===== config.mk =====
export PLATFORM = sky130hd
export DESIGN_NAME = peak_finder_min_distance_flat
export DESIGN_NICKNAME = d
export VERILOG_FILES = /design/src/pfmd_pkg.sv /design/src/pfmd_if.sv /design/src/pfmd_front.sv /design/src/pfmd_queue.sv /design/src/pfmd_back.sv /design/src/peak_finder_min_distance.sv /design/src/flat_wrapper.sv
export SDC_FILE = /design/constraint.sdc
export NUM_CORES = 2
export LEC_CHECK = 0
export BUFFER_PORTS_ARGS = -buffer_cell sky130_fd_sc_hd__buf_4
export CAP_MARGIN = 20
export CORE_UTILIZATION = 57
export CTS_CLUSTER_DIAMETER = 80
export DETAILED_ROUTE_END_ITERATION = 10
export PLACE_DENSITY = 0.76
export REMOVE_ABC_BUFFERS = 1
export SLEW_MARGIN = 20
export SYNTH_ARGS = -nofsm -noshare
export SYNTH_HDL_FRONTEND = slang
export SYNTH_SLANG_ARGS = --single-unit

===== constraint.sdc =====
create_clock -name clock -period 5.9 [get_ports clock]
set_clock_uncertainty 0.1 [all_clocks]
set_input_delay 0.59 -clock clock [delete_from_list [all_inputs] [get_ports clock]]
set_output_delay 0.59 -clock clock [all_outputs]
set_load 0.005 [all_outputs]

===== src/pfmd_pkg.sv =====
// Package for the peak finder with minimum distance.
// Holds widths, register indexes, the front-to-back queue entry type.
// No dependencies.
package pfmd_pkg;
   localparam int MaxSamples    = 1024;
   localparam int MaxCandidates = 64;
   localparam int PosW  = 10;
   localparam int ValW  = 16;
   localparam int CntW  = 7;
   localparam int IdxW  = 6;
   localparam int SIdxW = 11;

   localparam logic [1:0] RegMinDistance   = 2'd0;
   localparam logic [1:0] RegLowBound      = 2'd1;
   localparam logic [1:0] RegHighBound     = 2'd2;
   localparam logic [1:0] RegPriorityFloor = 2'd3;

   // One queue entry: a candidate, the end-of-frame marker, or both.
   typedef struct packed {
      logic                   is_end;
      logic                   is_cand;
      logic [PosW-1:0]        position;
      logic signed [ValW-1:0] value;
      logic                   dropped;
   } cand_type;

   typedef struct packed {
      logic [PosW-1:0]        peak_position;
      logic signed [ValW-1:0] peak_value;
      logic                   none_found;
      logic                   candidates_dropped;
      logic                   last_result;
   } rsp_type;
endpackage


===== src/pfmd_if.sv =====
// Handshake channel interfaces for the peak finder.
// No dependencies.
interface pfmd_req_if (input logic clock);
   logic                   valid;
   logic                   ready;
   logic signed [15:0]     sample;
   logic                   frame_end;
   modport source (output valid, sample, frame_end, input ready);
   modport sink   (input valid, sample, frame_end, output ready);
endinterface

interface pfmd_rsp_if (input logic clock);
   logic                   valid;
   logic                   ready;
   logic [9:0]             peak_position;
   logic signed [15:0]     peak_value;
   logic                   none_found;
   logic                   candidates_dropped;
   logic                   last_result;
   modport source (output valid, peak_position, peak_value, none_found,
                   candidates_dropped, last_result, input ready);
   modport sink   (input valid, peak_position, peak_value, none_found,
                   candidates_dropped, last_result, output ready);
endinterface

interface pfmd_csr_if (input logic clock);
   logic        valid;
   logic        ready;
   logic [1:0]  index;
   logic [15:0] data;
   modport source (output valid, index, data, input ready);
   modport sink   (input valid, index, data, output ready);
endinterface


===== src/pfmd_front.sv =====
// Front end: slope tracking and candidate detection per sample.
// Depends on pfmd_pkg.
module pfmd_front (
   input  logic                          clock,
   input  logic                          reset,
   input  logic                          in_valid,
   output logic                          in_ready,
   input  logic signed [15:0]            sample,
   input  logic                          frame_end,
   output logic                          q_push,
   output pfmd_pkg::cand_type            q_data,
   input  logic                          q_full
);
   logic signed [15:0]              prev_ff, prev_in;
   logic signed [1:0]               slope_ff, slope_in, slope;
   logic [pfmd_pkg::SIdxW-1:0]      idx_ff, idx_in;
   logic [pfmd_pkg::CntW-1:0]       cnt_ff, cnt_in;
   logic                            ovf_ff, ovf_in;
   logic                            take, live, cand, store;

   // Queue needs room for one entry: an item pushes at most one, a candidate, the end marker or both.
   assign in_ready = !q_full;
   assign take = in_valid && in_ready;
   assign live = idx_ff < pfmd_pkg::SIdxW'(pfmd_pkg::MaxSamples);
   assign slope = (sample > prev_ff) ? 2'sd1 : ((sample < prev_ff) ? -2'sd1 : 2'sd0);
   assign cand = live && idx_ff >= pfmd_pkg::SIdxW'(2) && slope < slope_ff;
   assign store = cand && cnt_ff < pfmd_pkg::CntW'(pfmd_pkg::MaxCandidates);

   // Candidate and end both on one item: end carries candidate data too.
   always_comb begin
      q_push = take && (store || frame_end);
      q_data.is_end   = frame_end;
      q_data.is_cand  = store;
      q_data.position = pfmd_pkg::PosW'(idx_ff - 1'b1);
      q_data.value    = prev_ff;
      q_data.dropped  = ovf_ff || (cand && !store);
      prev_in = prev_ff; slope_in = slope_ff; idx_in = idx_ff;
      cnt_in = cnt_ff; ovf_in = ovf_ff;
      if (take) begin
         if (live) begin
            if (idx_ff >= pfmd_pkg::SIdxW'(1)) slope_in = slope;
            prev_in = sample;
            idx_in = idx_ff + 1'b1;
            if (store) cnt_in = cnt_ff + 1'b1;
            if (cand && !store) ovf_in = 1'b1;
         end
         if (frame_end) begin
            prev_in = '0; slope_in = '0; idx_in = '0; cnt_in = '0; ovf_in = 1'b0;
         end
      end
   end

   always_ff @(posedge clock) begin
      if (reset) begin
         prev_ff <= '0; slope_ff <= '0; idx_ff <= '0; cnt_ff <= '0; ovf_ff <= 1'b0;
      end else begin
         prev_ff <= prev_in; slope_ff <= slope_in; idx_ff <= idx_in;
         cnt_ff <= cnt_in; ovf_ff <= ovf_in;
      end
   end
endmodule


===== src/pfmd_queue.sv =====
// Short FIFO between front and back end.
// Depends on pfmd_pkg.
module pfmd_queue (
   input  logic               clock,
   input  logic               reset,
   input  logic               push,
   input  pfmd_pkg::cand_type push_data,
   output logic               full,
   input  logic               pop,
   output pfmd_pkg::cand_type pop_data,
   output logic               not_empty
);
   pfmd_pkg::cand_type mem_ff [4];
   logic [1:0] wp_ff, rp_ff;
   logic [2:0] cnt_ff;

   assign full = cnt_ff == 3'd4;
   assign not_empty = cnt_ff != 3'd0;
   assign pop_data = mem_ff[rp_ff];

   always_ff @(posedge clock) begin
      if (push) mem_ff[wp_ff] <= push_data;
   end

   always_ff @(posedge clock) begin
      if (reset) begin
         wp_ff <= '0; rp_ff <= '0; cnt_ff <= '0;
      end else begin
         if (push) wp_ff <= wp_ff + 1'b1;
         if (pop) rp_ff <= rp_ff + 1'b1;
         cnt_ff <= cnt_ff + 3'(push) - 3'(pop);
      end
   end
endmodule


===== src/pfmd_back.sv =====
// Back end: candidate table, suppression pass and result emission.
// Depends on pfmd_pkg.
module pfmd_back (
   input  logic                    clock,
   input  logic                    reset,
   input  logic                    q_valid,
   input  pfmd_pkg::cand_type      q_data,
   output logic                    q_pop,
   input  logic [9:0]              min_distance,
   input  logic signed [15:0]      low_bound,
   input  logic signed [15:0]      high_bound,
   input  logic signed [15:0]      priority_floor,
   output logic                    out_valid,
   input  logic                    out_ready,
   output pfmd_pkg::rsp_type       out_data
);
   typedef enum logic [2:0] {
      S_LOAD, S_SCAN, S_SUPP, S_OUT, S_EMIT, S_NONE
   } state_type;

   localparam int N  = pfmd_pkg::MaxCandidates;
   localparam int EW = pfmd_pkg::PosW + pfmd_pkg::ValW;

   state_type                        state_ff, state_in;
   logic [EW-1:0]                    tbl_ff [N];
   logic [EW-1:0]                    rd_ff, wr_data;
   logic                             wr_en;
   logic [pfmd_pkg::IdxW-1:0]        wr_addr, rd_addr;
   logic [N-1:0]                     vis_ff, vis_in, sup_ff, sup_in;
   logic [pfmd_pkg::CntW-1:0]        n_ff, n_in;
   logic [pfmd_pkg::IdxW-1:0]        j_ff, j_in, best_ff, best_in;
   logic signed [pfmd_pkg::ValW-1:0] bval_ff, bval_in;
   logic [pfmd_pkg::PosW-1:0]        bpos_ff, bpos_in;
   logic                             found_ff, found_in, drop_ff, drop_in;
   pfmd_pkg::rsp_type                pend_ff, pend_in, out_ff, out_in;
   logic                             pend_vld_ff, pend_vld_in, ov_ff, ov_in;
   logic                             load_out, slot_free, last_j, keep;
   logic [pfmd_pkg::PosW-1:0]        cur_pos, gap;
   logic signed [pfmd_pkg::ValW-1:0] cur_val;

   assign q_pop = (state_ff == S_LOAD) && q_valid;
   assign out_valid = ov_ff;
   assign out_data = out_ff;
   // Table entry j_ff, read ahead at the next index into a register.
   assign cur_pos = rd_ff[EW-1:pfmd_pkg::ValW];
   assign cur_val = $signed(rd_ff[pfmd_pkg::ValW-1:0]);
   assign rd_addr = j_in;
   assign slot_free = !ov_ff || out_ready;
   assign last_j = {1'b0, j_ff} == n_ff - 1'b1;
   assign gap = (cur_pos > bpos_ff) ? cur_pos - bpos_ff : bpos_ff - cur_pos;
   assign keep = !sup_ff[j_ff] && cur_val >= low_bound && cur_val <= high_bound;

   always_comb begin
      state_in = state_ff; n_in = n_ff; j_in = j_ff; best_in = best_ff;
      bval_in = bval_ff; bpos_in = bpos_ff; found_in = found_ff; drop_in = drop_ff;
      vis_in = vis_ff; sup_in = sup_ff; pend_in = pend_ff; pend_vld_in = pend_vld_ff;
      out_in = out_ff; load_out = 1'b0;
      wr_en = 1'b0;
      wr_addr = n_ff[pfmd_pkg::IdxW-1:0];
      wr_data = {q_data.position, q_data.value};
      unique case (state_ff)
         S_LOAD: if (q_valid) begin
            drop_in = q_data.dropped;
            if (q_data.is_cand) begin
               wr_en = 1'b1;
               n_in = n_ff + 1'b1;
            end
            if (q_data.is_end) begin
               j_in = '0; found_in = 1'b0; bval_in = priority_floor;
               state_in = (n_ff == '0 && !q_data.is_cand) ? S_NONE : S_SCAN;
            end
         end
         S_SCAN: begin
            // Find highest unvisited candidate above the floor.
            if (!vis_ff[j_ff] && cur_val > bval_ff) begin
               best_in = j_ff; bval_in = cur_val; bpos_in = cur_pos; found_in = 1'b1;
            end
            if (last_j) begin
               j_in = '0; state_in = S_SUPP;
            end else j_in = j_ff + 1'b1;
         end
         S_SUPP: begin
            found_in = 1'b0;
            if (!found_ff) state_in = S_EMIT;
            else begin
               vis_in[best_ff] = 1'b1;
               if (sup_ff[best_ff]) begin
                  bval_in = priority_floor; state_in = S_SCAN;
               end else state_in = S_OUT;
            end
         end
         S_OUT: begin
            // Suppression sweep around the chosen peak.
            if (j_ff != best_ff && gap <= min_distance) sup_in[j_ff] = 1'b1;
            if (last_j) begin
               j_in = '0; bval_in = priority_floor; state_in = S_SCAN;
            end else j_in = j_ff + 1'b1;
         end
         S_EMIT: if (!(keep && pend_vld_ff && !slot_free)) begin
            // Hold one kept peak back so the final one can carry last_result.
            if (keep) begin
               if (pend_vld_ff) begin
                  load_out = 1'b1; out_in = pend_ff;
               end
               pend_in.peak_position = cur_pos;
               pend_in.peak_value = cur_val;
               pend_in.none_found = 1'b0;
               pend_in.candidates_dropped = drop_ff;
               pend_in.last_result = 1'b0;
               pend_vld_in = 1'b1;
            end
            if (last_j) begin
               j_in = '0; state_in = S_NONE;
            end else j_in = j_ff + 1'b1;
         end
         S_NONE: if (slot_free) begin
            load_out = 1'b1;
            if (pend_vld_ff) begin
               out_in = pend_ff; out_in.last_result = 1'b1;
            end else begin
               out_in = '0;
               out_in.none_found = 1'b1;
               out_in.candidates_dropped = drop_ff;
               out_in.last_result = 1'b1;
            end
            pend_vld_in = 1'b0; n_in = '0; vis_in = '0; sup_in = '0; state_in = S_LOAD;
         end
         default: state_in = S_LOAD;
      endcase
      ov_in = load_out ? 1'b1 : (out_ready ? 1'b0 : ov_ff);
   end

   always_ff @(posedge clock) begin
      if (wr_en) tbl_ff[wr_addr] <= wr_data;
      rd_ff <= (wr_en && wr_addr == rd_addr) ? wr_data : tbl_ff[rd_addr];
   end

   always_ff @(posedge clock) begin
      if (reset) begin
         state_ff <= S_LOAD; n_ff <= '0; j_ff <= '0; best_ff <= '0; bval_ff <= '0;
         bpos_ff <= '0; found_ff <= 1'b0; drop_ff <= 1'b0; vis_ff <= '0; sup_ff <= '0;
         pend_ff <= '0; pend_vld_ff <= 1'b0; out_ff <= '0; ov_ff <= 1'b0;
      end else begin
         state_ff <= state_in; n_ff <= n_in; j_ff <= j_in; best_ff <= best_in;
         bval_ff <= bval_in; bpos_ff <= bpos_in; found_ff <= found_in; drop_ff <= drop_in;
         vis_ff <= vis_in; sup_ff <= sup_in; pend_ff <= pend_in;
         pend_vld_ff <= pend_vld_in; out_ff <= out_in; ov_ff <= ov_in;
      end
   end
endmodule


===== src/peak_finder_min_distance.sv =====
// Top level of the peak finder with minimum distance.
// Depends on pfmd_pkg, pfmd_if, pfmd_front, pfmd_queue, pfmd_back.
//
// channel | dir | fields
// req     | in  | sample, frame_end
// rsp     | out | peak_position, peak_value, none_found, candidates_dropped, last_result
// csr     | in  | index 0..3, data
//
// Samples enter one per cycle while the queue has room. At frame end the back
// end scans the n-entry table, makes one decision for each visited
// candidate, and sweeps the table again to suppress the neighbors of each
// candidate that still stands; one last scan finds none. Emission then
// steps through every stored candidate and ends with one final item.
// Reset is synchronous; registers return to their reset values.
// A stalled rsp holds the back end; the front stalls when the queue fills.
module peak_finder_min_distance (
   input logic         clock,
   input logic         reset,
   pfmd_req_if.sink    req,
   pfmd_rsp_if.source  rsp,
   pfmd_csr_if.sink    csr
);
   logic [9:0]         min_distance_ff;
   logic signed [15:0] low_bound_ff, high_bound_ff, priority_floor_ff;
   logic               push, full, pop, ne, bvalid;
   pfmd_pkg::cand_type pdata, qdata;
   pfmd_pkg::rsp_type  bdata;

   assign csr.ready = 1'b1;

   // Register file: accept writes at any time.
   always_ff @(posedge clock) begin
      if (reset) begin
         min_distance_ff <= '0;
         low_bound_ff <= -16'sd32768;
         high_bound_ff <= 16'sd32767;
         priority_floor_ff <= -16'sd4096;
      end else if (csr.valid) begin
         unique case (csr.index)
            pfmd_pkg::RegMinDistance:   min_distance_ff <= csr.data[9:0];
            pfmd_pkg::RegLowBound:      low_bound_ff <= csr.data;
            pfmd_pkg::RegHighBound:     high_bound_ff <= csr.data;
            pfmd_pkg::RegPriorityFloor: priority_floor_ff <= csr.data;
            default: ;
         endcase
      end
   end

   pfmd_front u_front (
      .clock, .reset, .in_valid(req.valid), .in_ready(req.ready),
      .sample(req.sample), .frame_end(req.frame_end),
      .q_push(push), .q_data(pdata), .q_full(full)
   );

   // A candidate that rides with frame end stays in one entry with both flags set.
   pfmd_queue u_queue (
      .clock, .reset, .push(push), .push_data(pdata), .full(full),
      .pop, .pop_data(qdata), .not_empty(ne)
   );

   pfmd_back u_back (
      .clock, .reset, .q_valid(ne), .q_data(qdata), .q_pop(pop),
      .min_distance(min_distance_ff), .low_bound(low_bound_ff),
      .high_bound(high_bound_ff), .priority_floor(priority_floor_ff),
      .out_valid(bvalid), .out_ready(rsp.ready), .out_data(bdata)
   );

   assign rsp.valid = bvalid;
   assign rsp.peak_position = bdata.peak_position;
   assign rsp.peak_value = bdata.peak_value;
   assign rsp.none_found = bdata.none_found;
   assign rsp.candidates_dropped = bdata.candidates_dropped;
   assign rsp.last_result = bdata.last_result;
endmodule


===== src/flat_wrapper.sv =====
// flat-port wrapper written by rule: the top's interface ports become plain ports
module peak_finder_min_distance_flat 
  (clock, reset, req_valid, req_sample, req_frame_end, req_ready, rsp_valid, rsp_peak_position, rsp_peak_value, rsp_none_found, rsp_candidates_dropped, rsp_last_result, rsp_ready, csr_valid, csr_index, csr_data, csr_ready);
  pfmd_req_if req_i (.clock(clock));
  pfmd_rsp_if rsp_i (.clock(clock));
  pfmd_csr_if csr_i (.clock(clock));
  input logic clock;
  input logic reset;
  input wire logic [$bits(req_i.valid)-1:0] req_valid;
  input wire logic [$bits(req_i.sample)-1:0] req_sample;
  input wire logic [$bits(req_i.frame_end)-1:0] req_frame_end;
  output wire logic [$bits(req_i.ready)-1:0] req_ready;
  output wire logic [$bits(rsp_i.valid)-1:0] rsp_valid;
  output wire logic [$bits(rsp_i.peak_position)-1:0] rsp_peak_position;
  output wire logic [$bits(rsp_i.peak_value)-1:0] rsp_peak_value;
  output wire logic [$bits(rsp_i.none_found)-1:0] rsp_none_found;
  output wire logic [$bits(rsp_i.candidates_dropped)-1:0] rsp_candidates_dropped;
  output wire logic [$bits(rsp_i.last_result)-1:0] rsp_last_result;
  input wire logic [$bits(rsp_i.ready)-1:0] rsp_ready;
  input wire logic [$bits(csr_i.valid)-1:0] csr_valid;
  input wire logic [$bits(csr_i.index)-1:0] csr_index;
  input wire logic [$bits(csr_i.data)-1:0] csr_data;
  output wire logic [$bits(csr_i.ready)-1:0] csr_ready;
  assign req_i.valid = req_valid;
  assign req_i.sample = req_sample;
  assign req_i.frame_end = req_frame_end;
  assign req_ready = req_i.ready;
  assign rsp_valid = rsp_i.valid;
  assign rsp_peak_position = rsp_i.peak_position;
  assign rsp_peak_value = rsp_i.peak_value;
  assign rsp_none_found = rsp_i.none_found;
  assign rsp_candidates_dropped = rsp_i.candidates_dropped;
  assign rsp_last_result = rsp_i.last_result;
  assign rsp_i.ready = rsp_ready;
  assign csr_i.valid = csr_valid;
  assign csr_i.index = csr_index;
  assign csr_i.data = csr_data;
  assign csr_ready = csr_i.ready;
  peak_finder_min_distance u_core (.clock(clock), .reset(reset), .req(req_i), .rsp(rsp_i), .csr(csr_i));
endmodule

==> results.cfg <==
[power_and_ir_drop]
leakage_nw = 32.3
intPower_mw = 30.8
power-per-cell-area_mw_per_mm2 = 443
switching_share = 0.298
clkPwrFrac = 0.290
ir_drop_mv = 0.396
p_switching_mw = 13.1
power_frac_seq = 0.416
combPwrFrac = 0.295

[yosys]
avgSynthCellArea_um2 = 17.7
yosys.area.top_type = edfxtp_1
synth_ff_type = edfxtp_1
synthCells = 4828
synth.distinct_cells = 92
synthXorXnorAreaFrac = 0.00471
yosysWarnings = 0
synth_mux_area_frac = 0.159
synth_edf_count = 1780
synthSimpleGateAreaFrac = 0.0467
synth_top_family_by_area = multiplexers
synth_area_leaders = edfxtp_1 (62%), mux4_2 (13%), dfxtp_1 (8.1%)
synth_compound_area_frac = 0.0463
ys_seq_elements = 2126
ys_async_sr_fraction = 0
synth_top_area_frac = 0.625
syn_area_mm2 = 0.0855
ys_seq_area_frac = 0.706
synthAdderAreaFrac = 0.0166

[min_path]
worstHoldPathType = input pin to register

[grt]
grt_pass1_vias = 49000
grt_pass1_wl_um = 333000
overflow = 0
grt_max_degree = 65
gr-usage-all-layers = 0.305
antenna_found_initial = 15

[route]
drtIter0Drc = 7062
dr.pass1.iters = 6
wl_per_cell_um = 31.3
routed_wl_um = 234000
final_antenna_net_count = 0
drc_errors = 0
via_count = 49300
vias_per_cell = 6.61

[sta]
fin_ws_ns = -0.844
final.min_clock_period_ns = 6.74
grt_setup_unrepaired = true
timing.hold.ws_ns = 0.139
setup_viol = 130
worst_pin_slew_ns = 1.24
fmax_mhz = 148
slew_headroom = 0.174
fin_crit_sh = 1.14
hold_violations = 0
slew_viol_final = 0
finalSetupTns_ns = -50.23

[final_layout]
layout.cells.most_common = edfxtp_1
fillers = 9201
area_growth_pct = 16.0
drive_gt1_frac = 0.281
fin_cells = 7458
nets = 5449
final_cell_mix = edfxtp_1 (1780), mux4_2 (500), buf_4 (428), dfxtp_1 (337), nor2_1 (253)

[floorplan]
core-area_mm2 = 0.148
rows = 141
ios = 72
die_x_um = 389
die_h_um = 389
start_util = 0.576
die-area_mm2 = 0.152

[run]
max_cap_violations = 0

[clocking]
cts_root_buf = clkbuf_16
cts_buffer_depth = 3
cts_made_buffers = 198
clock_latency_ns = 0.84
cts_tree = done
cts-htree-levels = 4
clkSinkCount = 2126
clkTransAtPathRegs_ns = 0.06

[place]
dp_cells = 6992
hpwl_um = 129000
io_buffers = 70
place.gp.congestion = 0.916

[setup_path]
cp-start-kind = register
crit_path_end_kind = register
cpPeakStageDelay_ns = 0.63
crit_path_top_delay_cell = mux4_2
path_max_fanout = 8
crit_type = register to register
cp.arrival_ns = 7.39
crit_buf_inv = 6
required_ns = 6.54
critPathTopFamily = compound AO/OA/AOI/OAI gates

[status]
violations = negative setup slack
run_status = finished, violations left
## cell families after synthesis
kind of cell / after synthesis
muxes: 710
xor gates and xnor gates: 46
and+or+nand+nor: 857
buffers and inverters: 400
AOI/OAI and AO/OA: 577
other: 1
adders and majority gates: 111
DFF: 2126
## synthesized netlist by cell type, types with 17 or more instances
library cell and instances:
a21oi_1 164, a22o_1 55, nand2b_1 48, xnor2_1 19
nor2_1 323, clkbuf_1 146, buf_2 78, a21o_1 28
ha_1 107, a211oi_1 21, mux2i_1 158, mux4_2 508
dfxtp_1 346, nand3b_1 26, o211ai_1 26, nor3_1 34
nand2_1 213, xor2_1 27, buf_1 25, o21a_1 20
nand4_1 24, nor2b_1 26, o2111ai_1 17, o21ai_0 77
nand3_1 87, inv_1 123, a22oi_1 58, mux2_2 39
edfxtp_1 1780, a221oi_1 23
## tightest hold or removal path: cells and delay by family
family | cells | cell delay [ns]
and+or+nand+nor | 3 | 0.30
buffers and inverters | 1 | 0.11
## sequential cells by signal (all words and copies together), names as in the netlist, 11 cells and up, named ones only
name and flops:
u_core.u_back.vis_ff 64, u_core.high_bound_ff 16, u_core.u_queue.mem_ff 116, u_core.u_back.tbl_ff 1664, u_core.u_back.sup_ff 64, u_core.u_back.pend_ff 27
u_core.low_bound_ff 16, u_core.u_back.out_data 29, u_core.u_back.bval_ff 16, u_core.u_front.prev_ff 16, u_core.priority_floor_ff 16, u_core.u_front.idx_ff 11
## power by group through the flow
stage          registers [mW]  logic (mW)  clock network (mW)
3_3_place_gp             18.6        10.8                   0
2_1_floorplan            19.0        6.72                   0
6_report                 18.3        12.9                12.7
3_5_place_dp             18.6        11.1                   0
4_1_cts                  18.3        12.0                12.7
5_1_grt                  18.3        13.6                13.3
## metrics by stage
| stage | area [um^2] | power (mW) | utilization | setup WS [ns] |
|---|---|---|---|---|
| 5_1_grt | 99300 | 45.2 | 0.669 | -1.03 |
| 6_report | 99300 | 43.9 | 0.669 | -0.844 |
| 3_3_place_gp | 90700 | 29.4 | 0.611 | -0.962 |
| 2_1_floorplan | 84200 | 25.8 | - | -15.24 |
| 4_1_cts | 98300 | 43.0 | 0.663 | -0.681 |
| 3_5_place_dp | 90800 | 29.6 | 0.612 | -1.13 |
## path summary, 6_finish.rpt
check                                from                       end  slack [ns]  depth (start not counted)
setup reg to reg                 register  u_core.u_back.sup_ff[47]       -0.84                         29
hold / removal               csr_index[0]   u_core.high_bound_ff[5]        0.14                          4
setup / recovery                 register  u_core.u_back.sup_ff[47]       -0.84                         29
hold reg to reg   u_core.low_bound_ff[14]   u_core.low_bound_ff[14]        0.36                          2
## what timing repair did
item / CTS / global route
pin swaps: 31 / 40
hold endpoints to repair: 89 / 0
setup buffers: 33 / 29
setup endpoints to repair: 168 / 134
gates cloned: 8 / 8
hold buffers: 34 / 0
gates resized for setup: 86 / 127
## metal layers
layer  up-vias  GRT usage  wire [um]
li1      20200          -          -
met1     25100      0.397      82800
met2      3392      0.496     114000
met3       629     0.0693      26000
met4        10      0.136      11100
met5         -          0         73
## cell type report
cell class	instances	area, um^2	area share
antenna	3	7.51	0.0000756
clock buffer	245	5350	0.0539
clock inverter	110	1020	0.0103
inverter	124	465	0.00469
multi-input combinational	2302	24300	0.245
sequential	2126	60400	0.609
tap	2002	2500	0.0252
timing repair buffer	546	5170	0.0521
No activity file was read; power rests on OpenSTA's default activity.
